### src/design/efcb_pkg.sv
// efcb_pkg: shared types, frame constants and byte selection helpers
// used by the frame builder, its channel interfaces and its checker
package efcb_pkg;

    localparam logic [7:0]  FRAME_START  = 8'hAA;
    localparam logic [7:0]  FRAME_END    = 8'hDD;
    localparam logic [7:0]  OP_CONTROL   = 8'h02;
    localparam logic [7:0]  OP_KEEPALIVE = 8'h19;
    localparam logic [4:0]  CONTROL_LEN  = 5'd15;
    localparam logic [4:0]  KEEPALIVE_LEN = 5'd1;
    localparam logic [15:0] CRC_PRESET   = 16'hFFFF;
    localparam logic [15:0] CRC_POLY     = 16'hA001;

    localparam int CMD_W      = 1;
    localparam int THROTTLE_W = 16;
    localparam int BYTE_W     = 8;

    localparam logic KIND_CONTROL   = 1'b0;
    localparam logic KIND_KEEPALIVE = 1'b1;

    typedef enum logic [3:0] {
        ST_IDLE = 4'b0001,
        ST_BYTE = 4'b0010,
        ST_CRC  = 4'b0100,
        ST_SEND = 4'b1000
    } state_t;

    function automatic logic [4:0] payload_len(input logic kind);
        logic [4:0] len;
        len = (kind == KIND_KEEPALIVE) ? KEEPALIVE_LEN : CONTROL_LEN;
        return len;
    endfunction

    function automatic logic [7:0] payload_byte(input logic kind,
                                                input logic [15:0] thr,
                                                input logic [3:0] idx);
        logic [7:0] b;
        b = 8'h00;
        if (kind == KIND_KEEPALIVE) begin
            b = OP_KEEPALIVE;
        end
        else begin
            case (idx)
                4'd0:    b = OP_CONTROL;
                4'd3:    b = thr[15:8];
                4'd4:    b = thr[7:0];
                default: b = 8'h00;
            endcase
        end
        return b;
    endfunction

endpackage

### src/design/efcb_cmd_if.sv
// efcb_cmd_if: command channel, valid/ready with cmd and throttle payload
// depends on efcb_pkg for field widths
interface efcb_cmd_if import efcb_pkg::*; ();
    logic                  valid;
    logic                  ready;
    logic [CMD_W-1:0]      cmd;
    logic [THROTTLE_W-1:0] throttle;

    modport source (output valid, output cmd, output throttle, input ready);
    modport sink   (input valid, input cmd, input throttle, output ready);
endinterface

### src/design/efcb_frame_if.sv
// efcb_frame_if: frame byte channel, valid/ready with frame_byte and last
// depends on efcb_pkg for field widths
interface efcb_frame_if import efcb_pkg::*; ();
    logic              valid;
    logic              ready;
    logic [BYTE_W-1:0] frame_byte;
    logic              last;

    modport source (output valid, output frame_byte, output last, input ready);
    modport sink   (input valid, input frame_byte, input last, output ready);
endinterface

### src/design/esc_command_frame_builder.sv
// esc_command_frame_builder: turns one command transaction into a serial frame
// of bytes: start 0xAA, length, payload, Modbus CRC-16 (high byte first), end 0xDD.
// Channels: command (sink, cmd + throttle) and frame (source, frame_byte + last).
// One command is taken at a time; command.ready is high only while idle.
// Each frame byte is selected in ST_BYTE and then held in an output register
// until frame.ready takes it. Payload bytes also pass bit-serially through the
// CRC shift register in ST_CRC, one bit per cycle, before they are offered.
// Each byte then waits in ST_SEND for as long as the receiver stalls.
// Control frame: 20 bytes, 15 payload.
// Keep-alive frame: 6 bytes, 1 payload.
// Between frames it returns to idle, where command.ready is high and the next
// command is taken; its first byte then passes through ST_BYTE to ST_SEND.
// The bit-serial CRC shifter sets the pace.
// last is high on the end byte of every frame.
// Reset (rst_n low, asynchronous) returns to idle at once, drops frame.valid and
// holds command.ready high; a frame in progress is abandoned.
// A stalled receiver holds the byte and last stable until it is taken.
// depends on efcb_pkg, efcb_cmd_if, efcb_frame_if
module esc_command_frame_builder
    import efcb_pkg::*;
(
    input  logic          clk,
    input  logic          rst_n,
    efcb_cmd_if.sink      command,
    efcb_frame_if.source  frame
);

    state_t      state_reg,   state_next;
    logic [4:0]  pos_reg,     pos_next;
    logic [15:0] crc_reg,     crc_next;
    logic        kind_reg,    kind_next;
    logic [15:0] thr_reg,     thr_next;
    logic [7:0]  byte_reg,    byte_next;
    logic [7:0]  shift_reg,   shift_next;
    logic [2:0]  bit_cnt_reg, bit_cnt_next;
    logic        last_reg,    last_next;

    logic [4:0]  len;
    logic [4:0]  pay_idx;
    logic        is_payload;
    logic [7:0]  cur_byte;
    logic        fb;

    assign command.ready    = (state_reg == ST_IDLE);
    assign frame.valid      = (state_reg == ST_SEND);
    assign frame.frame_byte = byte_reg;
    assign frame.last       = last_reg;

    assign len        = payload_len(kind_reg);
    assign pay_idx    = pos_reg - 5'd2;
    assign is_payload = (pos_reg >= 5'd2) && (pos_reg <= len + 5'd1);
    assign fb         = crc_reg[0] ^ shift_reg[0];

    always_comb
    begin
        cur_byte = FRAME_END;
        if (pos_reg == 5'd0) begin
            cur_byte = FRAME_START;
        end
        else if (pos_reg == 5'd1) begin
            cur_byte = {3'b000, len};
        end
        else if (is_payload) begin
            cur_byte = payload_byte(kind_reg, thr_reg, pay_idx[3:0]);
        end
        else if (pos_reg == len + 5'd2) begin
            cur_byte = crc_reg[15:8];
        end
        else if (pos_reg == len + 5'd3) begin
            cur_byte = crc_reg[7:0];
        end
    end

    always_comb
    begin
        state_next   = state_reg;
        pos_next     = pos_reg;
        crc_next     = crc_reg;
        kind_next    = kind_reg;
        thr_next     = thr_reg;
        byte_next    = byte_reg;
        shift_next   = shift_reg;
        bit_cnt_next = bit_cnt_reg;
        last_next    = last_reg;
        case (state_reg)
            ST_IDLE:
            begin
                if (command.valid) begin
                    kind_next  = command.cmd[0];
                    thr_next   = command.throttle;
                    pos_next   = 5'd0;
                    crc_next   = CRC_PRESET;
                    state_next = ST_BYTE;
                end
            end
            ST_BYTE:
            begin
                byte_next    = cur_byte;
                shift_next   = cur_byte;
                last_next    = (pos_reg == len + 5'd4);
                bit_cnt_next = 3'd0;
                state_next   = is_payload ? ST_CRC : ST_SEND;
            end
            ST_CRC:
            begin
                // one crc bit per cycle, lsb first
                crc_next     = {1'b0, crc_reg[15:1]} ^ (fb ? CRC_POLY : 16'h0000);
                shift_next   = {1'b0, shift_reg[7:1]};
                bit_cnt_next = bit_cnt_reg + 3'd1;
                if (bit_cnt_reg == 3'd7) begin
                    state_next = ST_SEND;
                end
            end
            ST_SEND:
            begin
                if (frame.ready) begin
                    if (last_reg) begin
                        state_next = ST_IDLE;
                    end
                    else begin
                        pos_next   = pos_reg + 5'd1;
                        state_next = ST_BYTE;
                    end
                end
            end
            default:
            begin
                state_next = ST_IDLE;
            end
        endcase
    end

    always_ff @(posedge clk or negedge rst_n)
    begin
        if (!rst_n) begin
            state_reg   <= ST_IDLE;
            pos_reg     <= 5'd0;
            crc_reg     <= CRC_PRESET;
            kind_reg    <= KIND_CONTROL;
            thr_reg     <= 16'h0000;
            bit_cnt_reg <= 3'd0;
            last_reg    <= 1'b0;
        end
        else begin
            state_reg   <= state_next;
            pos_reg     <= pos_next;
            crc_reg     <= crc_next;
            kind_reg    <= kind_next;
            thr_reg     <= thr_next;
            bit_cnt_reg <= bit_cnt_next;
            last_reg    <= last_next;
        end
    end

    always_ff @(posedge clk)
    begin
        byte_reg  <= byte_next;
        shift_reg <= shift_next;
    end

endmodule

### src/flat_wrapper.sv
// flat-port wrapper written by rule: the top's interface ports become plain ports
module esc_command_frame_builder_flat import efcb_pkg::*;
  (clk, rst_n, command_valid, command_cmd, command_throttle, command_ready, frame_valid, frame_frame_byte, frame_last, frame_ready);
  efcb_cmd_if command_i ();
  efcb_frame_if frame_i ();
  input  logic clk;
  input  logic rst_n;
  input wire logic [$bits(command_i.valid)-1:0] command_valid;
  input wire logic [$bits(command_i.cmd)-1:0] command_cmd;
  input wire logic [$bits(command_i.throttle)-1:0] command_throttle;
  output wire logic [$bits(command_i.ready)-1:0] command_ready;
  output wire logic [$bits(frame_i.valid)-1:0] frame_valid;
  output wire logic [$bits(frame_i.frame_byte)-1:0] frame_frame_byte;
  output wire logic [$bits(frame_i.last)-1:0] frame_last;
  input wire logic [$bits(frame_i.ready)-1:0] frame_ready;
  assign command_i.valid = command_valid;
  assign command_i.cmd = command_cmd;
  assign command_i.throttle = command_throttle;
  assign command_ready = command_i.ready;
  assign frame_valid = frame_i.valid;
  assign frame_frame_byte = frame_i.frame_byte;
  assign frame_last = frame_i.last;
  assign frame_i.ready = frame_ready;
  esc_command_frame_builder u_core (.clk(clk), .rst_n(rst_n), .command(command_i), .frame(frame_i));
endmodule
### config.mk
export PLATFORM = sky130hd
export DESIGN_NAME = esc_command_frame_builder_flat
export DESIGN_NICKNAME = d
export VERILOG_FILES = /design/src/design/efcb_pkg.sv /design/src/design/efcb_cmd_if.sv /design/src/design/efcb_frame_if.sv /design/src/design/esc_command_frame_builder.sv /design/src/flat_wrapper.sv
export SDC_FILE = /design/constraint.sdc
export NUM_CORES = 1
export LEC_CHECK = 0
export ABC_AREA = 1
export BUFFER_PORTS_ARGS = -buffer_cell sky130_fd_sc_hd__buf_2
export CAP_MARGIN = 0
export CELL_PAD_IN_SITES_DETAIL_PLACEMENT = 1
export CELL_PAD_IN_SITES_GLOBAL_PLACEMENT = 2
export CORE_MARGIN = 2
export CORE_UTILIZATION = 37
export DETAILED_ROUTE_END_ITERATION = 10
export PLACE_DENSITY = 0.82
export SYNTH_ARGS = -nofsm -noshare
export SYNTH_HDL_FRONTEND = slang
export SYNTH_SLANG_ARGS = --single-unit
### constraint.sdc
create_clock -name clk -period 2.3 [get_ports clk]
set_input_delay 0.115 -clock clk [delete_from_list [all_inputs] [get_ports clk]]
set_output_delay 0.115 -clock clk [all_outputs]
set_load 0.005 [all_outputs]
## Yosys cells after proc, flatten, opt, wreduce, memory -nomap -nowiden

Index checks and enable logic that the tools add are counted.

| operators by class | value |
|---|---|
| equal/unequal tests | 15 |
| magnitude comparators | 2 |
| reduce and logical (&&, ||, !) cells | 10 |
| add/sub/neg operators | 7 |
| bitwise logic cells | 2 |
| mux-type cells | 23 |

Operators with widths:

| operator | number |
|---|---|
| $mux W8 | 6 |
| $mux W16 | 2 |
| $pmux W16 S2 | 1 |
| $pmux W8 S3 | 1 |
| $mux W4 | 5 |
| $pmux W4 S4 | 1 |
| $pmux W8 S2 | 1 |
| $xor A15 B16 Y16 | 1 |
| $eq A5 B5 Y1 | 3 |
| $mux W5 | 3 |
| $add A5 B1 Y5 const B | 2 |
| $add A5 B2 Y5 const B | 2 |
| $pmux W5 S2 | 1 |
| $eq A4 B2 Y1 const B | 2 |
| $eq A4 B3 Y1 const B | 2 |
| $pmux W3 S2 | 1 |
| $reduce_bool A2 Y1 | 3 |
| $add A5 B3 Y5 const B | 1 |
| $eq A5 B1 Y1 const B | 1 |
| $ge A5 B2 Y1 const B | 1 |
| $le A5 B5 Y1 | 1 |
| $logic_not A5 Y1 | 1 |
| $eq A4 B1 Y1 const B | 1 |
| $eq A4 B4 Y1 const B | 1 |
| 12 further kinds | 15 |

| word-level totals | value |
|---|---|
| output and inout bits | 11 |
| input port bits | 21 |
| bits in registers | 62 |
| logic and storage cells | 68 |

## Logic depth before layout (Yosys ltp)

Gate-level depths: netlist (run 1).

| logic depth | value |
|---|---|
| depth in word-level cells | 9 |
| gate-level depth with buffers | 15 |
| depth with buffers taken out | 15 |

## Worst setup path after synthesis (run 1)

No wires, ideal clock.

| timing | value |
|---|---|
| kind | register to register |
| start | register u_core.kind_reg |
| end | register u_core.shift_reg[3], data pin |
| period minus slack after synthesis | 1854 ps |
| path slack | 446 ps |
| buffers on the path | 0 |
| library setup time | 252 ps |
| required time | 2048 ps |
| data arrival time | 1602 ps |
| cell stages (with the launch flop) | 13 |
| cell sequence | dfrtp_1 -> inv_2 -> ha_1 -> inv_1 -> nand2_1 -> nor2_1 -> nand2_2 -> o21ai_0 -> nand2_1 -> nand3_1 -> nand2_1 -> nand2_1 -> nand2_1 |

| between the ends | value |
|---|---|
| cells in the longest elaborated chain, start to end | 9 |
| elaborated cells between the ends (all ways) | 15 |
| those cells by class | 3 x add/sub; 1 x order compare; 2 x eq/ne; 8 x mux; 1 x reduce/logical |

Ends and longest elaborated chain:

| item | line | source |
|---|---|---|
| start, declared | esc_command_frame_builder.sv:31 | `logic kind_reg, kind_next;` |
| start signal, assigned | esc_command_frame_builder.sv:148 | `kind_reg <= kind_next;` |
| parallel branches: the longest is 6 deep, another holds $add A5 B1 Y5 | - |  |
| $mux W8 * | esc_command_frame_builder.sv:60 | `else if (pos_reg == 5'd1) begin` |
| $mux W8 * | esc_command_frame_builder.sv:57 | `if (pos_reg == 5'd0) begin` |
| named net u_core.cur_byte[3] | esc_command_frame_builder.sv:41 | `logic [7:0] cur_byte;` |
| $pmux W8 S2 * | esc_command_frame_builder.sv:85 | `case (state_reg)` |
| named net u_core.shift_next[3] | esc_command_frame_builder.sv:34 | `logic [7:0] shift_reg, shift_next;` |
| end signal, assigned | esc_command_frame_builder.sv:158 | `shift_reg <= shift_next;` |
| end, declared | esc_command_frame_builder.sv:34 |  |

Mark *: on every way through the listed nets, which the timed path passes.
A chain may end at the register's enable or synchronous reset.

## Worst setup path in the final report (run 1)

| timing | value |
|---|---|
| start | register u_core.kind_reg |
| end | register u_core.shift_reg[4], data pin |

| between the ends | value |
|---|---|
| cells in the longest elaborated chain, start to end | 9 |
| elaborated cells between the ends (all ways) | 15 |
| those cells by class | 3 x add/sub; 1 x order compare; 2 x eq/ne; 8 x mux; 1 x reduce/logical |

Ends and longest elaborated chain:

| item | line | source |
|---|---|---|
| parallel branches: the longest is 5 deep, another holds $add A5 B1 Y5 | - |  |
| $mux W8 * | esc_command_frame_builder.sv:63 | `else if (is_payload) begin` |
| $mux W8 * | esc_command_frame_builder.sv:60 |  |
| $mux W8 * | esc_command_frame_builder.sv:57 |  |
| $pmux W8 S2 * | esc_command_frame_builder.sv:85 |  |
| named net u_core.shift_next[4] | esc_command_frame_builder.sv:34 |  |

Marks and branches as above.

==> impl_metrics.yaml, run 1 <==
worst_setup_path:
  cp_max_fo: 12
  startpoint_type: "flop"
  rrSetupSlack_ns: 0.23
  worstPathRequired_ns: 2.49
  worst-setup-path-type: "reg -> reg"
  crit_family: "simple AND/OR/NAND/NOR gates"
  crit_buf_inv: 4
  cpMaxStageDelayCell: "dfrtp_1"
  crit_path_start: "u_core.kind_reg"
  worstReg2RegStart: "u_core.kind_reg"
  path_cells: "inv_2, ha_1, nand2_1, inv_1, nand3_4, nand2_1, inv_1, nand2_4, inv_2, o211ai_1, nand3_1, o21ai_0"
  end_kind: "flop"
  crit_arrival_ns: 2.26
  critical-path-max-stage-delay_ns: 0.44
route:
  route.met3.wl_um: 209
  ant_nets: 0
  routed.top_layer: "met4"
  drc: 0
  vias: 2516
  drt_iter0_markers: 106
  wl_met2_mm: 3.801
  drt-met1-wl_mm: 3.960
  wl_mm: 8.103
  via_per_inst: 4.963
  routedWlPerCell_um: 15.98
  firstDrtPassIters: 4
grt:
  antenna_found_initial: 0
  track_usage_pct: 18.76
  grt_max_degree: 41
  overflow: 0
  grt_pass1_vias: 2729
  grt_pass1_wl_mm: 14.01
sta:
  worstMarginPinSlew_ns: 0.9190
  hold_viol: 0
  tns_ns: 0
  rsz0062_at_grt: "false"
  setup_viol: 0
  hold_slack_ns: 0.009875
  finalClockSkew_ns: 0.01526
  report.final.slew_viol_count: 0
  fin_crit_ns: 2.071
  relSlewSlack_pct: 38.74
  fin_crit_sh_pct: 90.04
  max_freq_mhz: 482.9
place:
  port-buffer-count: 31
  place_congestion: 0.8611
  hpwl_mm: 5.891
cells_and_area:
  area_growth_pct: 18.17
  layout_common_cells: "nand2_1, inv_1, buf_2, dfrtp_1, nand3_1"
  fin_nets: 428
  antenna_cells: 0
  drive_above_1_share_pct: 27.36
  layout_commonest_cell: "nand2_1"
power_and_ir_drop:
  vdd_drop_max_uv: 360.8
  p_per_area_nw_per_um2: 932.1
  leakage_nw: 1.781
clock_tree:
  clock_latency_ns: 0.35
  cts-root-buf: "clkbuf_8"
  postCtsSetupBuffers: 0
  cts_tree: "built"
  clk_pin_slew_ns: 0.07
  cts_num_sinks: 62
  cts.htree.levels: 3
  cts_buffers: 9
  cts.path.max_buffers: 2
run:
  drv_cap: 0
die:
  pin_count: 32
  die_y_um: 96.83
  initial_core_util_pct: 38.41
  die-area_um2: 9375
  core-area_um2: 8299
  fp.dieW_um: 96.83
  rows: 33
min_path:
  min_path_type: "in -> reg"
  min_from: "command_throttle[5]"
synth:
  syn_inst: 343
  yosysWarnings: 0
  synth_area_um2: 3188
  synth_cell_type_count: 34
  ys_seq_area_share_pct: 51.84
  ys_async_sr_fraction_pct: 74.19
  synth_edf_count: 16
  ys.flop_type: "dfrtp_1"
  synth-seq-cells: 62
  syn_avg_cell_area_um2: 9.295
  synth.net_count: 374
run_status:
  outcome: "finished clean"
-- where the power goes --
part           total, mW  switching (mW)  internal [mW]
clock network      0.844           0.457          0.387
registers           1.54           0.130           1.41
logic               1.12           0.682          0.442
-- per-stage QoR --
stage               cells  util [%]  instance area, um2  worst slack [ns]  power [mW]
detailed placement    480     41.94                3481            0.1419       2.671
floorplan             343         -                3188            0.4460       2.322
global placement      480     41.94                3481            0.2152       2.615
CTS                   507     45.27                3757            0.1538       3.533
global route          507     45.39                3767           0.02600       3.770
finish                507     45.39                3767            0.2292       3.512
-- routing by layer --
metal,global-route usage [%],up-vias
li1,-,1241
met1,25.81,1228
met2,29.70,34
met3,4.046,13
met4,5.850,0
met5,0,-
-- worst reg2reg max path, stage by stage, from the launching register on --
cell and delay, ns:
dfrtp_1 0.44, inv_2 0.06, ha_1 0.33, nand2_1 0.06, inv_1 0.09, nand3_4 0.09, nand2_1 0.08, inv_1 0.06
nand2_4 0.13, inv_2 0.09, o211ai_1 0.14, nand3_1 0.16, o21ai_0 0.18
-- cell type report --
cell class | instances | area (um2)
Multi-Input combinational cell | 228 | 1308
Sequential cell | 62 | 1653
Fill cell | 987 | 4532
Clock inverter | 6 | 38.79
Inverter | 43 | 161.4
Tap cell | 105 | 131.4
Timing Repair Buffer | 53 | 347.8
Clock buffer | 10 | 127.6
-- cell usage after synthesis (all sizes together) (2+ instances only) --
| cell type | instances | area share (%) |
|---|---|---|
| nand2 | 88 | 11 |
| mux2 | 15 | 5.3 |
| nand3 | 27 | 4.6 |
| o21ai | 16 | 2.9 |
| a21oi | 18 | 2.9 |
| o211ai | 2 | 0.47 |
| inv | 43 | 5.1 |
| o22ai | 5 | 0.98 |
| dfstp | 17 | 14 |
| nor2 | 29 | 4.4 |
| or2 | 3 | 0.59 |
| dfrtp | 29 | 23 |
| a22o | 2 | 0.55 |
| ha | 10 | 3.9 |
| o22a | 5 | 1.4 |
| nand4 | 2 | 0.39 |
| edfxtp | 16 | 15 |
| a22oi | 2 | 0.47 |
| buf | 10 | 2.4 |
-- what timing repair did --
| action | 4_1_cts | 5_1_grt |
|---|---|---|
| resized for setup | 0 | 3 |
| endpoints found under the hold margin | 39 | 0 |
| endpoints found under the setup margin | 0 | 8 |
| hold buffers | 11 | 0 |
-- kinds of logic (layout without fill, tap and decap cells) --
logic type               count (synthesis)  in the layout  share of synthesized area (%)
buffers and inverters                   53            112                          7.457
multiplexers                            15             15                          5.298
AND/OR/NAND/NOR                        149            149                          20.72
AO/OA/AOI/OAI                           53             53                          10.48
flip-flops                              62             62                          51.84
XOR/XNOR                                 1              1                         0.2748
adder cells (fa/ha/maj)                 10             10                          3.925
-- path summary, 6_finish.rpt --
check                                        end  cells after the start
setup / recovery             u_core.shift_reg[4]                     12
hold / removal                 u_core.thr_reg[5]                      2
setup reg to reg             u_core.shift_reg[4]                     12
hold reg to reg            u_core.bit_cnt_reg[0]                      1
max in group asynchronous      u_core.crc_reg[1]                      3
min in group asynchronous      u_core.thr_reg[7]                      2
No activity file was read; power rests on OpenSTA's default activity.
==> run 2, diff against run 1 <==
--- a/config.mk
+++ b/config.mk
@@ -13,6 +13,7 @@
 export CORE_MARGIN = 2
 export CORE_UTILIZATION = 37
 export DETAILED_ROUTE_END_ITERATION = 10
+export HOLD_SLACK_MARGIN = 0.08
 export PLACE_DENSITY = 0.82
 export SYNTH_ARGS = -nofsm -noshare
 export SYNTH_HDL_FRONTEND = slang
==> impl_metrics.yaml, run 2 (synthesis gave the netlist of run 1 again) <==
run_status:
  outcome: "finished clean"
clock_tree:
  cts_num_sinks: 62
  cts-root-buf: "clkbuf_8"
  cts.path.max_buffers: 2
  cts_buffers: 9
  cts.htree.levels: 3
  cts_tree: "built"
  clk_pin_slew_ns: 0.07
  clock_latency_ns: 0.35
sta:
  worst_slack_ns: 0.2249
  worstMarginPinSlew_ns: 0.9194
  finalClockSkew_ns: 0.01369
  hold_viol: 0
  tns_ns: 0
  rsz0062_at_grt: "false"
  relSlewSlack_pct: 38.71
  fin_crit_ns: 2.075
  max_freq_mhz: 481.9
  report.final.slew_viol_count: 0
  setup_viol: 0
  fin_crit_sh_pct: 90.22
grt:
  grt_max_degree: 41
  grt_pass1_vias: 2804
  overflow: 0
  track_usage_pct: 19.17
  grt_use_met1_pct: 25.71
  antenna_found_initial: 0
  grt_pass1_wl_mm: 14.32
  grt_most_used_layer: "met2"
  grt.met3_usage_pct: 4.191
  use_met2_pct: 30.93
route:
  vias: 2581
  firstDrtPassIters: 4
  via_per_inst: 5.012
  drt_iter0_markers: 92
  wl_mm: 8.310
  routedWlPerCell_um: 16.14
  drc: 0
  ant_nets: 0
worst_setup_path:
  r2r_end: "u_core.shift_reg[4]"
  crit_arrival_ns: 2.26
  worstPathRequired_ns: 2.49
  cp_max_fo: 12
  crit_path_start: "u_core.kind_reg"
  worst-setup-path-type: "reg -> reg"
  startpoint_type: "flop"
  cpMaxStageDelayCell: "dfrtp_1"
  endpoint: "u_core.shift_reg[4]"
  worstReg2RegStart: "u_core.kind_reg"
  path_depth: 12
  crit_family: "simple AND/OR/NAND/NOR gates"
  end_kind: "flop"
  reg2reg_depth: 12
  rrSetupSlack_ns: 0.22
  path_cells: "inv_2, ha_1, nand2_1, inv_1, nand3_4, nand2_1, inv_1, nand2_4, inv_2, o211ai_1, nand3_1, o21ai_0"
  crit_buf_inv: 4
  critical-path-max-stage-delay_ns: 0.44
die:
  die-area_um2: 9375
  rows: 33
  core-area_um2: 8299
  die_y_um: 96.83
  pin_count: 32
  initial_core_util_pct: 38.41
  fp.dieW_um: 96.83
place:
  pre_cts_slack_ns: 0.1419
  hpwl_mm: 5.891
  place_congestion: 0.8611
  port-buffer-count: 31
min_path:
  min_path_type: "in -> reg"
  min_from: "frame_ready"
cells_and_area:
  antenna_cells: 0
  drive_above_1_share_pct: 26.83
  fin_nets: 436
  layout_common_cells: "nand2_1, inv_1, buf_2, dfrtp_1, nand3_1"
  layout_commonest_cell: "nand2_1"
  area_growth_pct: 20.68
power_and_ir_drop:
  vdd_drop_max_uv: 374.6
  p_per_area_nw_per_um2: 916.6
  leakage_nw: 1.815
run:
  drv_cap: 0
## run 2: changes by cell type in the layout (fill, tap and decap cells not counted), sizes merged
cell | previous run | this run
dlygate4sd3 | 11 | 19
## run 2: layer usage
metal / vias up / part of all wire (%) / wire length [um]
met4: 0 / 1.9 / 155
met5: - / 0 / 0
met3: 15 / 3.1 / 257
li1: 1256 / - / -
met2: 43 / 48 / 3959
met1: 1267 / 47 / 3938
## run 2: tightest hold or removal path, stage by stage
cell and delay, ns:
buf_2 0.07, or2_1 0.13, o21ai_0 0.10
## run 2: area by class of cell
cell class	count	area, um2
inverters	43	161.4
multi-input cells	228	1308
repair buffers	61	427.9
clock buffers	10	127.6
fillers	987	4452
flip-flops and latches	62	1653
well taps	105	131.4
clock inverters	6	38.79
## run 2: report_power, final
part / leakage, nW / internal, mW / switching [mW]
clock: 0.0820 / 0.387 / 0.462
combinational: 1.06 / 0.451 / 0.683
sequential: 0.672 / 1.41 / 0.131
total: 1.81 / 2.25 / 1.28
## run 2: through the flow
stage / area (um2) / total power, mW / instances / hold slack (ns) / utilization [%]
finish: 3847 / 3.527 / 515 / 0.1174 / 46.36
global placement: 3481 / 2.615 / 480 / 0.3072 / 41.94
global route: 3847 / 3.778 / 515 / 0.1489 / 46.36
CTS: 3837 / 3.544 / 515 / 0.1158 / 46.24
detailed placement: 3481 / 2.671 / 480 / 0.3098 / 41.94
floorplan: 3188 / 2.322 / 343 / -0.1806 / -
## run 2: what timing repair did
item | in CTS | in global routing
resized for setup | 0 | 3
buffers inserted | 0 | 0
endpoints found under the hold margin | 47 | 0
hold buffers | 19 | 0
endpoints found under the setup margin | 0 | 7
## run 2: how the worst min path moves through the flow
stage                                        to  slack, ns  cells past startpoint
after floorplan           u_core.bit_cnt_reg[0]      -0.18                      0
after global placement       u_core.thr_reg[10]       0.31                      1
after detailed placement      u_core.thr_reg[7]       0.31                      1
after CTS                   u_core.state_reg[3]       0.12                      3
after global routing        u_core.state_reg[3]       0.15                      3
final                       u_core.state_reg[3]       0.12                      3
==> run 3, diff against run 2 <==
--- a/config.mk
+++ b/config.mk
@@ -5,16 +5,16 @@
 export SDC_FILE = /design/constraint.sdc
 export NUM_CORES = 1
 export LEC_CHECK = 0
-export ABC_AREA = 1
 export BUFFER_PORTS_ARGS = -buffer_cell sky130_fd_sc_hd__buf_2
 export CAP_MARGIN = 0
 export CELL_PAD_IN_SITES_DETAIL_PLACEMENT = 1
 export CELL_PAD_IN_SITES_GLOBAL_PLACEMENT = 2
 export CORE_MARGIN = 2
-export CORE_UTILIZATION = 37
+export CORE_UTILIZATION = 40
 export DETAILED_ROUTE_END_ITERATION = 10
 export HOLD_SLACK_MARGIN = 0.08
-export PLACE_DENSITY = 0.82
+export PLACE_DENSITY = 0.86
+export RECOVER_POWER = 25
 export SYNTH_ARGS = -nofsm -noshare
 export SYNTH_HDL_FRONTEND = slang
 export SYNTH_SLANG_ARGS = --single-unit
==> constraint.sdc (replaced) <==
create_clock -name clk -period 2.6 [get_ports clk]
set_input_delay 0.13 -clock clk [delete_from_list [all_inputs] [get_ports clk]]
set_output_delay 0.13 -clock clk [all_outputs]
set_load 0.005 [all_outputs]
==> impl_metrics.yaml, run 3 <==
clock_tree:
  cts.path.max_buffers: 2
  cts-root-buf: "clkbuf_8"
  cts_tree: "built"
  cts_buffers: 9
  clock_latency_ns: 0.34
  postCtsSetupBuffers: 0
  cts_num_sinks: 62
  cts.htree.levels: 3
  clk_pin_slew_ns: 0.07
power_and_ir_drop:
  leakage_nw: 1.624
  power_frac_clock_pct: 24.2
  switchingPower_mw: 1.118
  power_mw: 3.081
  vdd_drop_max_uv: 333.8
  p_int_mw: 1.963
  p_comb_share_pct: 31.1
  p_per_area_nw_per_um2: 797.2
  p_sw_share_pct: 36.30
  power_frac_seq_pct: 44.8
sta:
  report.final.slew_viol_count: 0
  fin_crit_sh_pct: 93.57
  relSlewSlack_pct: 23.07
  finalClockSkew_ns: 0.006062
  worst_slack_ns: 0.1673
  rsz0062_at_grt: "false"
  hold_slack_ns: 0.4770
  max_freq_mhz: 411.1
  setup_viol: 0
  tns_ns: 0
  worstMarginPinSlew_ns: 1.154
  fin_crit_ns: 2.433
  hold_viol: 0
min_path:
  min_path_cells: 2
  min_path_type: "reg -> reg"
  min_from: "u_core.thr_reg[5]"
  worstHoldEndpoint: "u_core.thr_reg[5]"
cells_and_area:
  stdcell_count: 490
  layout_common_cells: "nand2_1, nor2_1, dfrtp_1, buf_2, a21oi_1"
  layout_commonest_cell: "nand2_1"
  fin_nets: 414
  area_growth_pct: 19.64
  drive_above_1_share_pct: 22.42
  antenna_cells: 0
route:
  routedWlPerCell_um: 17.06
  vias: 2635
  via_per_inst: 5.378
  drt_iter0_markers: 169
  drc: 0
  firstDrtPassIters: 4
  wl_mm: 8.357
  ant_nets: 0
worst_setup_path:
  crit_arrival_ns: 2.59
  end_kind: "flop"
  startpoint_type: "flop"
  worstReg2RegStart: "u_core.pos_reg[1]"
  r2r_end: "u_core.frame.frame_byte[0]"
  worstPathRequired_ns: 2.76
  reg2reg_depth: 7
  rrSetupSlack_ns: 0.17
  cp_max_fo: 5
  worst-setup-path-type: "reg -> reg"
place:
  place_congestion: 0.9136
  pre_cts_slack_ns: 0.1277
  post-place-cells: 454
  hpwl_mm: 5.936
  port-buffer-count: 31
grt:
  grt_pass1_vias: 2702
  grt_pass1_wl_mm: 13.86
  grt_max_degree: 47
  overflow: 0
  antenna_found_initial: 0
  track_usage_pct: 20.68
synth:
  synth_cell_type_count: 62
  synth_area_um2: 3231
  synth_largest_area_cell: "dfrtp_1"
  syn_inst: 329
  yosysMostFrequentCell: "nand2_1"
  ys.flop_type: "dfrtp_1"
  yosysWarnings: 0
  synth-seq-cells: 62
  ys_seq_area_share_pct: 51.16
  ys_async_sr_fraction_pct: 74.19
  synth_edf_count: 16
  synth.net_count: 360
  yosys-top-cells-area: "dfrtp_1, edfxtp_1, dfstp_2"
  syn_avg_cell_area_um2: 9.819
  yosys.area.top_type_share_pct: 22.46
  yosys-top-cells-count: "nand2_1, nor2_1, dfrtp_1"
die:
  initial_core_util_pct: 41.59
  rows: 32
  pin_count: 32
  core-area_um2: 7767
  fp.dieW_um: 93.87
  die_y_um: 93.87
  die-area_um2: 8812
run_status:
  outcome: "finished clean"
run:
  drv_cap: 0
run 3: cells by family (layout without fill, tap and decap cells):
family	Yosys count	in the layout	synth area share, %
simple gates	141	141	22.12
compound gates	80	80	16.38
flops	62	62	51.16
buf+inv	27	86	3.718
fa+ha+maj	10	10	3.873
xor+xnor	8	8	2.401
mux	1	1	0.3485
run 3: cell type report:
type | instances | area [um2]
Fill cell | 902 | 3902
Sequential cell | 62 | 1653
Multi-Input combinational cell | 240 | 1458
Timing Repair Buffer | 60 | 420.4
Clock buffer | 12 | 145.1
Tap cell | 102 | 127.6
Inverter | 10 | 38.79
Clock inverter | 4 | 22.52
run 3: power groups by stage:
stage               Clock (mW)  Sequential [mW]  Combinational, mW
detailed placement           0             1.40              0.937
global placement             0             1.39              0.912
floorplan                    0             1.35              0.656
finish                   0.744             1.38              0.958
global route             0.808             1.41               1.08
CTS                      0.763             1.38              0.967
run 3: critical path, cell delays in order, from the launching register on:
cell	delay, ns
dfrtp_1	0.44
inv_1	0.14
ha_1	0.22
or3b_1	0.39
or2_1	0.29
nand3_2	0.16
mux2_1	0.37
a21oi_1	0.23
run 3: per-layer routing:
layer	up-vias	wire (um)	global-route usage [%]
li1	1282	-	-
met1	1277	3897	28.24
met2	65	4000	33.10
met3	11	318	4.414
met4	0	140	6.280
met5	-	0	0
run 3: how the worst max path moves through the flow:
stage | end | slack (ns) | start | cells past startpoint
CTS | u_core.frame.frame_byte[0] | 0.1 | u_core.pos_reg[4] | 6
floorplan | u_core.shift_reg[0] | 0.30 | u_core.pos_reg[2] | 8
global route | u_core.frame.frame_byte[0] | 0.02 | u_core.pos_reg[1] | 7
global placement | u_core.shift_reg[4] | 0.29 | u_core.pos_reg[4] | 6
finish | u_core.frame.frame_byte[0] | 0.17 | u_core.pos_reg[1] | 7
detailed placement | u_core.frame.frame_byte[0] | 0.13 | u_core.pos_reg[4] | 6
run 3: what timing repair did:
item,4_1_cts,5_1_grt
endpoints found under the hold margin,48,0
hold buffers,20,0
gates resized for setup,0,1
setup endpoints to repair,0,3
run 3: stage by stage:
step                      utilization [%]  cell area, um2
after floorplan                         -            3231
after global placement              45.05            3500
after detailed placement            45.05            3500
after CTS                           49.79            3867
after global routing                49.76            3865
final                               49.76            3865
